==> src/sv/emx_pkg.sv <==
`default_nettype none
// ----------------------------------------------------------------------------
// emx_pkg
// Types, constants and arithmetic step functions shared by the two-voice
// mixer: sample widths, square root and division step records.
// ----------------------------------------------------------------------------
package emx_pkg;

  localparam int SAMPLE_BITS = 8;
  localparam int SQ_BITS     = 2 * SAMPLE_BITS - 1;   // square of a magnitude <= 2^14
  localparam int RAD_BITS    = 2 * SAMPLE_BITS + 2;   // doubled energy, even bit count
  localparam int ROOT_BITS   = SAMPLE_BITS + 1;       // root <= 2^SAMPLE_BITS
  localparam int SREM_BITS   = ROOT_BITS + 1;         // root remainder <= 2*root
  localparam int QUO_BITS    = SAMPLE_BITS;           // voice magnitude
  localparam int DREM_BITS   = ROOT_BITS;             // division remainder < divisor

  localparam int NUM_STAGES     = 8;
  localparam int SQRT_STAGES    = 3;
  localparam int SQRT_PER_STAGE = ROOT_BITS / SQRT_STAGES;
  localparam int DIV_PER_STAGE  = QUO_BITS / 2;

  localparam logic [SAMPLE_BITS-1:0] SAMPLE_MID  = SAMPLE_BITS'(1 << (SAMPLE_BITS - 1));
  localparam logic [ROOT_BITS-1:0]   LOW_DIVISOR = ROOT_BITS'(127);
  localparam logic [RAD_BITS-1:0]    LOW_ENERGY  = RAD_BITS'(127);

  // Digit-by-digit square root state
  typedef struct packed {
    logic [RAD_BITS-1:0]  rad;   // radicand, consumed two bits per step from the top
    logic [SREM_BITS-1:0] rem;
    logic [ROOT_BITS-1:0] root;
  } sqrt_t;

  // Restoring division state
  typedef struct packed {
    logic [DREM_BITS-1:0]  rem;
    logic [QUO_BITS-1:0]   dvd;  // dividend bits still to bring down
    logic [QUO_BITS-1:0]   quo;
  } div_t;

  // One pipeline register's payload
  typedef struct packed {
    logic                   neg_a;
    logic                   neg_b;
    logic [SQ_BITS-1:0]     sq_a;
    logic [SQ_BITS-1:0]     sq_b;
    logic [SAMPLE_BITS-1:0] right;
    logic                   low;
    sqrt_t                  sq;
    logic [ROOT_BITS-1:0]   divisor;
    div_t                   da;
    div_t                   db;
    logic [SAMPLE_BITS-1:0] mixed;
  } stage_t;

  // One root bit: bring down two radicand bits, try 4*root+1
  function automatic sqrt_t sqrt_step(sqrt_t s);
    sqrt_t                r;
    logic [SREM_BITS+1:0] rem2;
    logic [SREM_BITS+1:0] trial;
    rem2  = {s.rem, s.rad[RAD_BITS-1 -: 2]};
    trial = {1'b0, s.root, 2'b01};
    r.rad = {s.rad[RAD_BITS-3:0], 2'b00};
    if (rem2 >= trial) begin
      r.rem  = SREM_BITS'(rem2 - trial);
      r.root = {s.root[ROOT_BITS-2:0], 1'b1};
    end else begin
      r.rem  = rem2[SREM_BITS-1:0];
      r.root = {s.root[ROOT_BITS-2:0], 1'b0};
    end
    return r;
  endfunction

  // One quotient bit of a restoring division
  function automatic div_t div_step(div_t s, logic [ROOT_BITS-1:0] d);
    div_t                 r;
    logic [DREM_BITS:0]   t;
    t     = {s.rem, s.dvd[QUO_BITS-1]};
    r.dvd = {s.dvd[QUO_BITS-2:0], 1'b0};
    if (t >= {1'b0, d}) begin
      r.rem = DREM_BITS'(t - {1'b0, d});
      r.quo = {s.quo[QUO_BITS-2:0], 1'b1};
    end else begin
      r.rem = t[DREM_BITS-1:0];
      r.quo = {s.quo[QUO_BITS-2:0], 1'b0};
    end
    return r;
  endfunction

endpackage
`default_nettype wire

==> src/sv/emx_in_if.sv <==
`default_nettype none
// ----------------------------------------------------------------------------
// emx_in_if
// Input channel: one pair of unsigned voice samples per transfer.
// ----------------------------------------------------------------------------
interface emx_in_if;
  logic                            valid;
  logic                            ready;
  logic [emx_pkg::SAMPLE_BITS-1:0] first_sample;
  logic [emx_pkg::SAMPLE_BITS-1:0] second_sample;

  modport source (output valid, output first_sample, output second_sample, input ready);
  modport sink   (input valid, input first_sample, input second_sample, output ready);
endinterface
`default_nettype wire

==> src/sv/emx_out_if.sv <==
`default_nettype none
// ----------------------------------------------------------------------------
// emx_out_if
// Result channel: mixed left sample and right pass-through per transfer.
// ----------------------------------------------------------------------------
interface emx_out_if;
  logic                            valid;
  logic                            ready;
  logic [emx_pkg::SAMPLE_BITS-1:0] mixed_left;
  logic [emx_pkg::SAMPLE_BITS-1:0] right_passthrough;

  modport source (output valid, output mixed_left, output right_passthrough, input ready);
  modport sink   (input valid, input mixed_left, input right_passthrough, output ready);
endinterface
`default_nettype wire

==> src/sv/energy_normalized_two_voice_mixer.sv <==
`default_nettype none
// The pipeline has eight register stages from input transfer to result transfer.
// Throughput: one sample pair per cycle unless the output blocks; stages are squares,
//   energy, three square-root stages (3 root bits each), two divider stages (4 bits each), mix.
// Each stage holds its item only while the stage after it is full and blocked.
// Reset (synchronous, active low) clears the stage valid bits; data is not reset.
// ----------------------------------------------------------------------------
// energy_normalized_two_voice_mixer
// Mixes two 8-bit voices, each scaled by A^2/sqrt(2(A^2+B^2)) (by A^2/127 when that
// doubled energy is below 127), and passes the second voice through as the right channel.
// ----------------------------------------------------------------------------
module energy_normalized_two_voice_mixer (
  input  wire logic clk,
  input  wire logic rst_n,
  emx_in_if.sink    in_chan,
  emx_out_if.source out_chan
);
  import emx_pkg::*;

  stage_t                  pipe_r   [NUM_STAGES];
  stage_t                  pipe_nxt [NUM_STAGES];
  logic [NUM_STAGES-1:0]   valid_r;
  logic [NUM_STAGES-1:0]   valid_in;   // valid offered to each stage
  logic [NUM_STAGES:0]     stage_rdy;  // stage k may load this cycle

  // Ready chain: a stage loads when empty or when its content moves on
  always_comb begin
    stage_rdy[NUM_STAGES] = out_chan.ready;
    for (int k = NUM_STAGES - 1; k >= 0; k--) begin
      stage_rdy[k] = !valid_r[k] || stage_rdy[k+1];
    end
    valid_in = {valid_r[NUM_STAGES-2:0], in_chan.valid};
  end

  // Stage 0: recentre and square
  always_comb begin
    logic [SAMPLE_BITS-1:0] ma;
    logic [SAMPLE_BITS-1:0] mb;
    logic [2*SAMPLE_BITS-1:0] pa;
    logic [2*SAMPLE_BITS-1:0] pb;
    pipe_nxt[0] = pipe_r[0];
    if (in_chan.first_sample < SAMPLE_MID) begin
      ma = SAMPLE_MID - in_chan.first_sample;
    end else begin
      ma = in_chan.first_sample - SAMPLE_MID;
    end
    if (in_chan.second_sample < SAMPLE_MID) begin
      mb = SAMPLE_MID - in_chan.second_sample;
    end else begin
      mb = in_chan.second_sample - SAMPLE_MID;
    end
    pa = (2*SAMPLE_BITS)'(ma) * (2*SAMPLE_BITS)'(ma);
    pb = (2*SAMPLE_BITS)'(mb) * (2*SAMPLE_BITS)'(mb);
    pipe_nxt[0].neg_a = in_chan.first_sample < SAMPLE_MID;
    pipe_nxt[0].neg_b = in_chan.second_sample < SAMPLE_MID;
    pipe_nxt[0].sq_a  = pa[SQ_BITS-1:0];
    pipe_nxt[0].sq_b  = pb[SQ_BITS-1:0];
    pipe_nxt[0].right = in_chan.second_sample;
  end

  // Stage 1: doubled energy and low-energy flag
  always_comb begin
    logic [RAD_BITS-1:0] energy;
    pipe_nxt[1] = pipe_r[0];
    energy = {RAD_BITS'({1'b0, pipe_r[0].sq_a} + {1'b0, pipe_r[0].sq_b})} << 1;
    pipe_nxt[1].low     = energy < LOW_ENERGY;
    pipe_nxt[1].sq.rad  = energy;
    pipe_nxt[1].sq.rem  = '0;
    pipe_nxt[1].sq.root = '0;
  end

  // Stages 2..4: square root, three root bits per stage
  for (genvar k = 2; k < 2 + SQRT_STAGES; k++) begin : g_sqrt
    always_comb begin
      pipe_nxt[k] = pipe_r[k-1];
      for (int i = 0; i < SQRT_PER_STAGE; i++) begin
        pipe_nxt[k].sq = sqrt_step(pipe_nxt[k].sq);
      end
    end
  end

  // Stage 5: pick divisor, first half of both divisions
  always_comb begin
    stage_t s;
    s = pipe_r[4];
    s.divisor = s.low ? LOW_DIVISOR : s.sq.root;
    // quotient fits 8 bits, so the top dividend bits start as remainder
    s.da.rem  = DREM_BITS'(s.sq_a[SQ_BITS-1:QUO_BITS]);
    s.da.dvd  = s.sq_a[QUO_BITS-1:0];
    s.da.quo  = '0;
    s.db.rem  = DREM_BITS'(s.sq_b[SQ_BITS-1:QUO_BITS]);
    s.db.dvd  = s.sq_b[QUO_BITS-1:0];
    s.db.quo  = '0;
    for (int i = 0; i < DIV_PER_STAGE; i++) begin
      s.da = div_step(s.da, s.divisor);
      s.db = div_step(s.db, s.divisor);
    end
    pipe_nxt[5] = s;
  end

  // Stage 6: second half of both divisions
  always_comb begin
    pipe_nxt[6] = pipe_r[5];
    for (int i = 0; i < DIV_PER_STAGE; i++) begin
      pipe_nxt[6].da = div_step(pipe_nxt[6].da, pipe_r[5].divisor);
      pipe_nxt[6].db = div_step(pipe_nxt[6].db, pipe_r[5].divisor);
    end
  end

  // Stage 7: signed mix around mid-scale, modulo 2^8
  always_comb begin
    logic [SAMPLE_BITS-1:0] m;
    pipe_nxt[7] = pipe_r[6];
    m = pipe_r[6].neg_a ? SAMPLE_MID - pipe_r[6].da.quo : SAMPLE_MID + pipe_r[6].da.quo;
    m = pipe_r[6].neg_b ? m - pipe_r[6].db.quo : m + pipe_r[6].db.quo;
    pipe_nxt[7].mixed = m;
  end

  // Pipeline registers
  always_ff @(posedge clk) begin
    for (int k = 0; k < NUM_STAGES; k++) begin
      if (stage_rdy[k] && valid_in[k]) begin
        pipe_r[k] <= pipe_nxt[k];
      end
    end
  end

  always_ff @(posedge clk) begin
    if (!rst_n) begin
      valid_r <= '0;
    end else begin
      for (int k = 0; k < NUM_STAGES; k++) begin
        if (stage_rdy[k]) begin
          valid_r[k] <= valid_in[k];
        end
      end
    end
  end

  assign in_chan.ready              = stage_rdy[0];
  assign out_chan.valid             = valid_r[NUM_STAGES-1];
  assign out_chan.mixed_left        = pipe_r[NUM_STAGES-1].mixed;
  assign out_chan.right_passthrough = pipe_r[NUM_STAGES-1].right;

`ifndef SYNTHESIS
  // Input blocks only when every stage holds an item
  a_full_when_blocked: assert property (@(posedge clk) disable iff (!rst_n)
    !in_chan.ready |-> &valid_r)
    else $error("input stalled with an empty stage");

  // Root after the last square-root stage never exceeds full scale
  a_root_range: assert property (@(posedge clk) disable iff (!rst_n)
    valid_r[4] |-> pipe_r[4].sq.root <= ROOT_BITS'(1 << SAMPLE_BITS))
    else $error("square root out of range");

  // Divisor is never below eleven
  a_divisor_nonzero: assert property (@(posedge clk) disable iff (!rst_n)
    valid_r[5] |-> pipe_r[5].divisor >= ROOT_BITS'(11))
    else $error("divisor too small");

  // A blocked result stays in place
  a_out_hold: assert property (@(posedge clk) disable iff (!rst_n)
    valid_r[NUM_STAGES-1] && !out_chan.ready |=> $stable(pipe_r[NUM_STAGES-1]))
    else $error("blocked result changed");
`endif

endmodule
`default_nettype wire

==> src/flat_wrapper.sv <==
// flat-port wrapper written by rule: the top's interface ports become plain ports
module energy_normalized_two_voice_mixer_flat import emx_pkg::*;
  (clk, rst_n, in_chan_valid, in_chan_first_sample, in_chan_second_sample, in_chan_ready, out_chan_valid, out_chan_mixed_left, out_chan_right_passthrough, out_chan_ready);
  emx_in_if in_chan_i ();
  emx_out_if out_chan_i ();
  input  wire logic clk;
  input  wire logic rst_n;
  input wire logic [$bits(in_chan_i.valid)-1:0] in_chan_valid;
  input wire logic [$bits(in_chan_i.first_sample)-1:0] in_chan_first_sample;
  input wire logic [$bits(in_chan_i.second_sample)-1:0] in_chan_second_sample;
  output wire logic [$bits(in_chan_i.ready)-1:0] in_chan_ready;
  output wire logic [$bits(out_chan_i.valid)-1:0] out_chan_valid;
  output wire logic [$bits(out_chan_i.mixed_left)-1:0] out_chan_mixed_left;
  output wire logic [$bits(out_chan_i.right_passthrough)-1:0] out_chan_right_passthrough;
  input wire logic [$bits(out_chan_i.ready)-1:0] out_chan_ready;
  assign in_chan_i.valid = in_chan_valid;
  assign in_chan_i.first_sample = in_chan_first_sample;
  assign in_chan_i.second_sample = in_chan_second_sample;
  assign in_chan_ready = in_chan_i.ready;
  assign out_chan_valid = out_chan_i.valid;
  assign out_chan_mixed_left = out_chan_i.mixed_left;
  assign out_chan_right_passthrough = out_chan_i.right_passthrough;
  assign out_chan_i.ready = out_chan_ready;
  energy_normalized_two_voice_mixer u_core (.clk(clk), .rst_n(rst_n), .in_chan(in_chan_i), .out_chan(out_chan_i));
endmodule
==> config.mk <==
export PLATFORM = sky130hd
export DESIGN_NAME = energy_normalized_two_voice_mixer_flat
export DESIGN_NICKNAME = d
export VERILOG_FILES = /design/src/sv/emx_pkg.sv /design/src/sv/emx_in_if.sv /design/src/sv/emx_out_if.sv /design/src/sv/energy_normalized_two_voice_mixer.sv /design/src/flat_wrapper.sv
export SDC_FILE = /design/constraint.sdc
export NUM_CORES = 1
export LEC_CHECK = 0
export BUFFER_PORTS_ARGS = -buffer_cell sky130_fd_sc_hd__buf_4
export CAP_MARGIN = 15
export CELL_PAD_IN_SITES_DETAIL_PLACEMENT = 1
export CELL_PAD_IN_SITES_GLOBAL_PLACEMENT = 2
export CORE_AREA = 2 2 325 231
export DETAILED_ROUTE_END_ITERATION = 6
export DIE_AREA = 0 0 327 233
export HOLD_SLACK_MARGIN = 0.06
export PLACE_DENSITY = 0.62
export SLEW_MARGIN = 40
export SYNTH_ARGS = -nofsm -noshare
export SYNTH_HDL_FRONTEND = slang
export SYNTH_SLANG_ARGS = --single-unit
==> constraint.sdc <==
create_clock -name clk -period 14.6 [get_ports clk]
set_clock_uncertainty 0.2 [all_clocks]
set_input_delay 0.73 -clock clk [delete_from_list [all_inputs] [get_ports clk]]
set_output_delay 0.73 -clock clk [all_outputs]
set_load 0.01 [all_outputs]
* Word level (Yosys, flattened, before mapping)
Memory sizes are Yosys's and may differ from the RTL's. Cells that the tools add are included.
Word-level totals: register bits after elaboration 8, RAM bits 1160, bits of input ports 20, output and inout port bits 18, memories 1
Memories:
- u_core.pipe_r | words 8, width 145, read ports 8, clocked after Yosys merged registers in 0, wr ports 8, line energy_normalized_two_voice_mixer.sv:20 | stage_t pipe_r [NUM_STAGES];
Operators by class: add/subtract/negate cells 34, $mul 2, $lt $le $gt $ge 28, muxes and demuxes 62, reductions and logical operators 24
Operators by type and width (number):
- $mux 19 | 9
- $mux 9 | 17
- $ge 10x9->1 | 14
- $sub 9x9->9 | 14
- $ge 12x11->1 | 9
- $sub 10x10->10 | 9
- $mux 1 | 32
- $mux 8 | 4
- $mul 8x8->15 | 2
- $sub 8x8->8 const A | 3
- $ge 8x9->1 | 2
- $lt 18x7->1 const B | 1
- $sub 8x9->9 | 2
- $add 15x15->16 | 1
- $lt 8x8->1 const B | 2
- $sub 8x8->8 const B | 2
- $add 8x8->8 | 1
- $add 8x8->8 const A | 1
- $logic_and 1x1->1 | 8
- $logic_not 1->1 | 8
- $logic_or 1x1->1 | 8
- $sub 8x8->8 | 1

* Longest topological paths before layout
depth in word-level cells 12, gate-level depth with buffers 44

* Worst setup path before layout
OpenSTA, ideal clock, no wires.
kind register -> register, start point memory u_core.pipe_r[1][104] (netlist name), end point memory u_core.pipe_r[1][170] (netlist name) (data pin), setup time 0.260 ns, arrival 8.850 ns, required time 14.140 ns, setup slack 5.290 ns, cell stages (with the launch flop) 40, buffers on the path 4, clock period less this slack 9.310 ns, cell sequence edfxtp_1 -> buf_2 -> nor2_1 -> ha_1 -> nor2b_1 -> o31ai_2 -> a22oi_1 -> o41ai_1 -> a21o_1 -> buf_4 -> mux2_2 -> ha_1 -> a21o_1 -> a21o_1 -> a21o_1 -> o31a_1 -> nor2_1 -> o21a_1 -> [... 4 more ...] -> o21ai_0 -> nand2b_1 -> nor2b_1 -> a211oi_1 -> o21ai_0 -> o21bai_1 -> buf_2 -> mux2i_1 -> fa_1 -> a21o_1 -> a21oi_1 -> o21ai_0 -> nor2_1 -> o21ai_0 -> a221o_1 -> a221o_1 -> buf_2 -> mux2_2
RTL lines (line):
- start, declared | energy_normalized_two_voice_mixer.sv:20

==> impl_results.md <==
- Startpoint types: flip-flop
- Worst hold path depth: 1
- N_diodes: 0
- PwrDens: 143 mW/mm^2
- Post-synth top area cell: edfxtp_1
- Clk sinks: 359
- Final Cycle Share: 0.719
- Met1 Wirelength: 34.8 mm
- Status: finished, final reports clean
- CTS tree: yes
- WL final: 63.2 mm
- CTS root buf: clkbuf_16
- Initial core utilization: 0.338
- Cells after DPL: 3219
- EDFF count, synth: 351
- PnR Total Power: 3930 uW
- Hold Worst Slack: 0.192 ns
- DP HPWL: 49.5 mm
- Share of flip-flops with an asynchronous set or reset: 0
- CTS Buf Count: 38
- Ports: 38
- Post-synth top flop: edfxtp_1
- Core area: 0.0728 sq mm
- Initial antenna violation count: 5
- R2r endpoint: u_core.pipe_r[1][172]$_DFFE_PP_
- Die W: 327 microns
- Final Setup Violations: 0
- RSZ-0062 raised after global routing: false
- Tightest Pin Transition: 0.803 ns
- Chip height: 233 microns
- Drt first pass iters: 5
- Commonest cells in the synthesized netlist: edfxtp_1, ha_1, inv_1, nor2_1, xnor2_1
- # DRC: 0
- DR vias/cell: 4.98
- Hold Path Sink: u_core.pipe_r[0][109]$_DFFE_PP_
- Crit end category: flip-flop
- Netlist Area Pre-Place: 0.0246 sq mm
- Global route overflow: 0
- Setup TNS: 0 ns
- Worst r2r src: u_core.pipe_r[1][104]$_DFFE_PP_
- Post-synthesis sequential area ratio: 0.435
- # rows: 83
- Synth Instances: 2215
- Layout cells sized above 1: 0.101
- WS Path Type: reg2reg
- CP peak stage delay: 0.57 ns
- VDD IR max: 0.0735 mV
- Worst Path Required: 14.69 ns
- Hold/Removal Path Class: in2reg
- Synth top area share: 0.429
- Vias in the first global route: 17000
- Die area: 0.0762 sq mm
- Clock transition at the registers of the reported paths: 0.07 ns
- Flops & latches, synth: 359
- Reg-to-reg slack, setup: 4.10 ns
- Final Slew Violations: 0
- # hold bufs at CTS: 0
- Hold_sp: in_chan_second_sample[4]
- Synth unique cells: 90
- Top sig layer: met4
- Pin count of the biggest net entering global routing: 63
- Critical path's slowest cell: edfxtp_1
- Synth top area cells: edfxtp_1, ha_1, fa_1
- First-pass GRT wire length: 99.5 mm
- F_max: 95.3 MHz
- Antenna viol nets, final: 0
- WL met2: 25.5 mm
- H-Tree Depth: 2
- Post-cts sizing count: 0
- Pleak: 0.0112 uW
- CP arrival: 10.59 ns
- Initial DRC Count: 751
- GRT Util Overall: 0.168
- Fin crit period: 10.50 ns
- Maxcap violations: 0
- Worst-Skew Late Latency: 0.56 ns
- Post-CTS setup buffers: 0
- Layout Nets: 2631
- Routed WL per cell: 19.2 microns
- Port Buf Inserts: 37
- Most common cell in the netlist: edfxtp_1
- Slew margin rel.: 0.465
- Max Fanout on Critical Path: 11
- R2r worst-path depth: 35
- Clk buf depth: 3
- Hold Fails Final Rpt: 0
- Vias: 16400
- Synth-to-Final Area Change: 11.7%
- Synth Warn #: 0
- Syn_area_per_cell: 11.1 sq um
- GPL Wtd Cong: 0.834
- Met3 Wirelength: 2.22 mm
- Cell Count, Final, Fillers Out: 3288
==> through the flow <==
stage	setup slack (ns)	area [sq um]	utilization
2_1_floorplan	5.29	24600	-
3_3_place_gp	4.29	26100	0.359
3_5_place_dp	4.19	26100	0.359
4_1_cts	4.14	27500	0.377
5_1_grt	3.33	27500	0.377
6_report	4.10	27500	0.377
==> report_power, final <==
group	internal (uW)	switching (uW)	total, uW
logic	676	839	1520
clock network	601	424	1030
registers	1320	64.9	1390
==> registers in the layout (all words and copies together), names as in the netlist <==
register / count
u_core.pipe_r: 351
u_core.valid_r: 8
==> cells in the final DEF (no fill, tap or decap), types with 65 or more instances in the layout <==
cell and n:
inv_1 213, fa_1 65, nand2_1 111, a21oi_1 140, nor2_1 164, ha_1 264, edfxtp_1 351, o21ai_0 86
xnor2_1 146, a21o_1 71
==> logic make-up after synthesis <==
group,count (synthesis),synth area share
DFF,359,0.435
AOI/OAI and AO/OA,463,0.124
adders and majority gates,330,0.188
muxes,79,0.0352
other,2,0.000305
and+or+nand+nor,521,0.104
buffers and inverters,264,0.0434
xor gates and xnor gates,197,0.0702
==> how the worst max path moves through the flow <==
stage	start	to	slack (ns)	cells past startpoint
floorplan	u_core.pipe_r[1][104]$_DFFE_PP_	u_core.pipe_r[1][170]$_DFFE_PP_	5.29	39
global placement	u_core.pipe_r[1][104]$_DFFE_PP_	u_core.pipe_r[1][172]$_DFFE_PP_	4.29	36
detailed placement	u_core.pipe_r[1][104]$_DFFE_PP_	u_core.pipe_r[1][170]$_DFFE_PP_	4.19	35
CTS	u_core.pipe_r[1][104]$_DFFE_PP_	u_core.pipe_r[1][173]$_DFFE_PP_	4.14	35
global route	u_core.pipe_r[1][204]$_DFFE_PP_	u_core.pipe_r[1][298]$_DFFE_PP_	3.33	35
finish	u_core.pipe_r[1][104]$_DFFE_PP_	u_core.pipe_r[1][172]$_DFFE_PP_	4.10	35
==> layer usage <==
layer / GRT usage / up-vias
li1: - / 8072
met1: 0.265 / 8043
met2: 0.242 / 200
met3: 0.0222 / 49
met4: 0.0300 / 0
met5: 0 / -
==> worst max-delay path, delay by kind of cell, from the launching register on <==
family	cells	cell delay [ns]
and+or+nand+nor	7	1.20
muxes	3	1.00
AOI/OAI and AO/OA	19	5.12
buffers and inverters	2	0.57
DFF	1	0.57
adders and majority gates	4	1.57
==> final cells by class <==
type,count,area [sq um]
fillers,7934,45300
multi-input cells,1606,13000
flip-flops and latches,359,10700
well taps,977,1220
clock buffers,46,1030
inverters,219,825
repair buffers,58,443
clock inverters,23,287
Note: power is estimated with default switching activity, not from simulation.
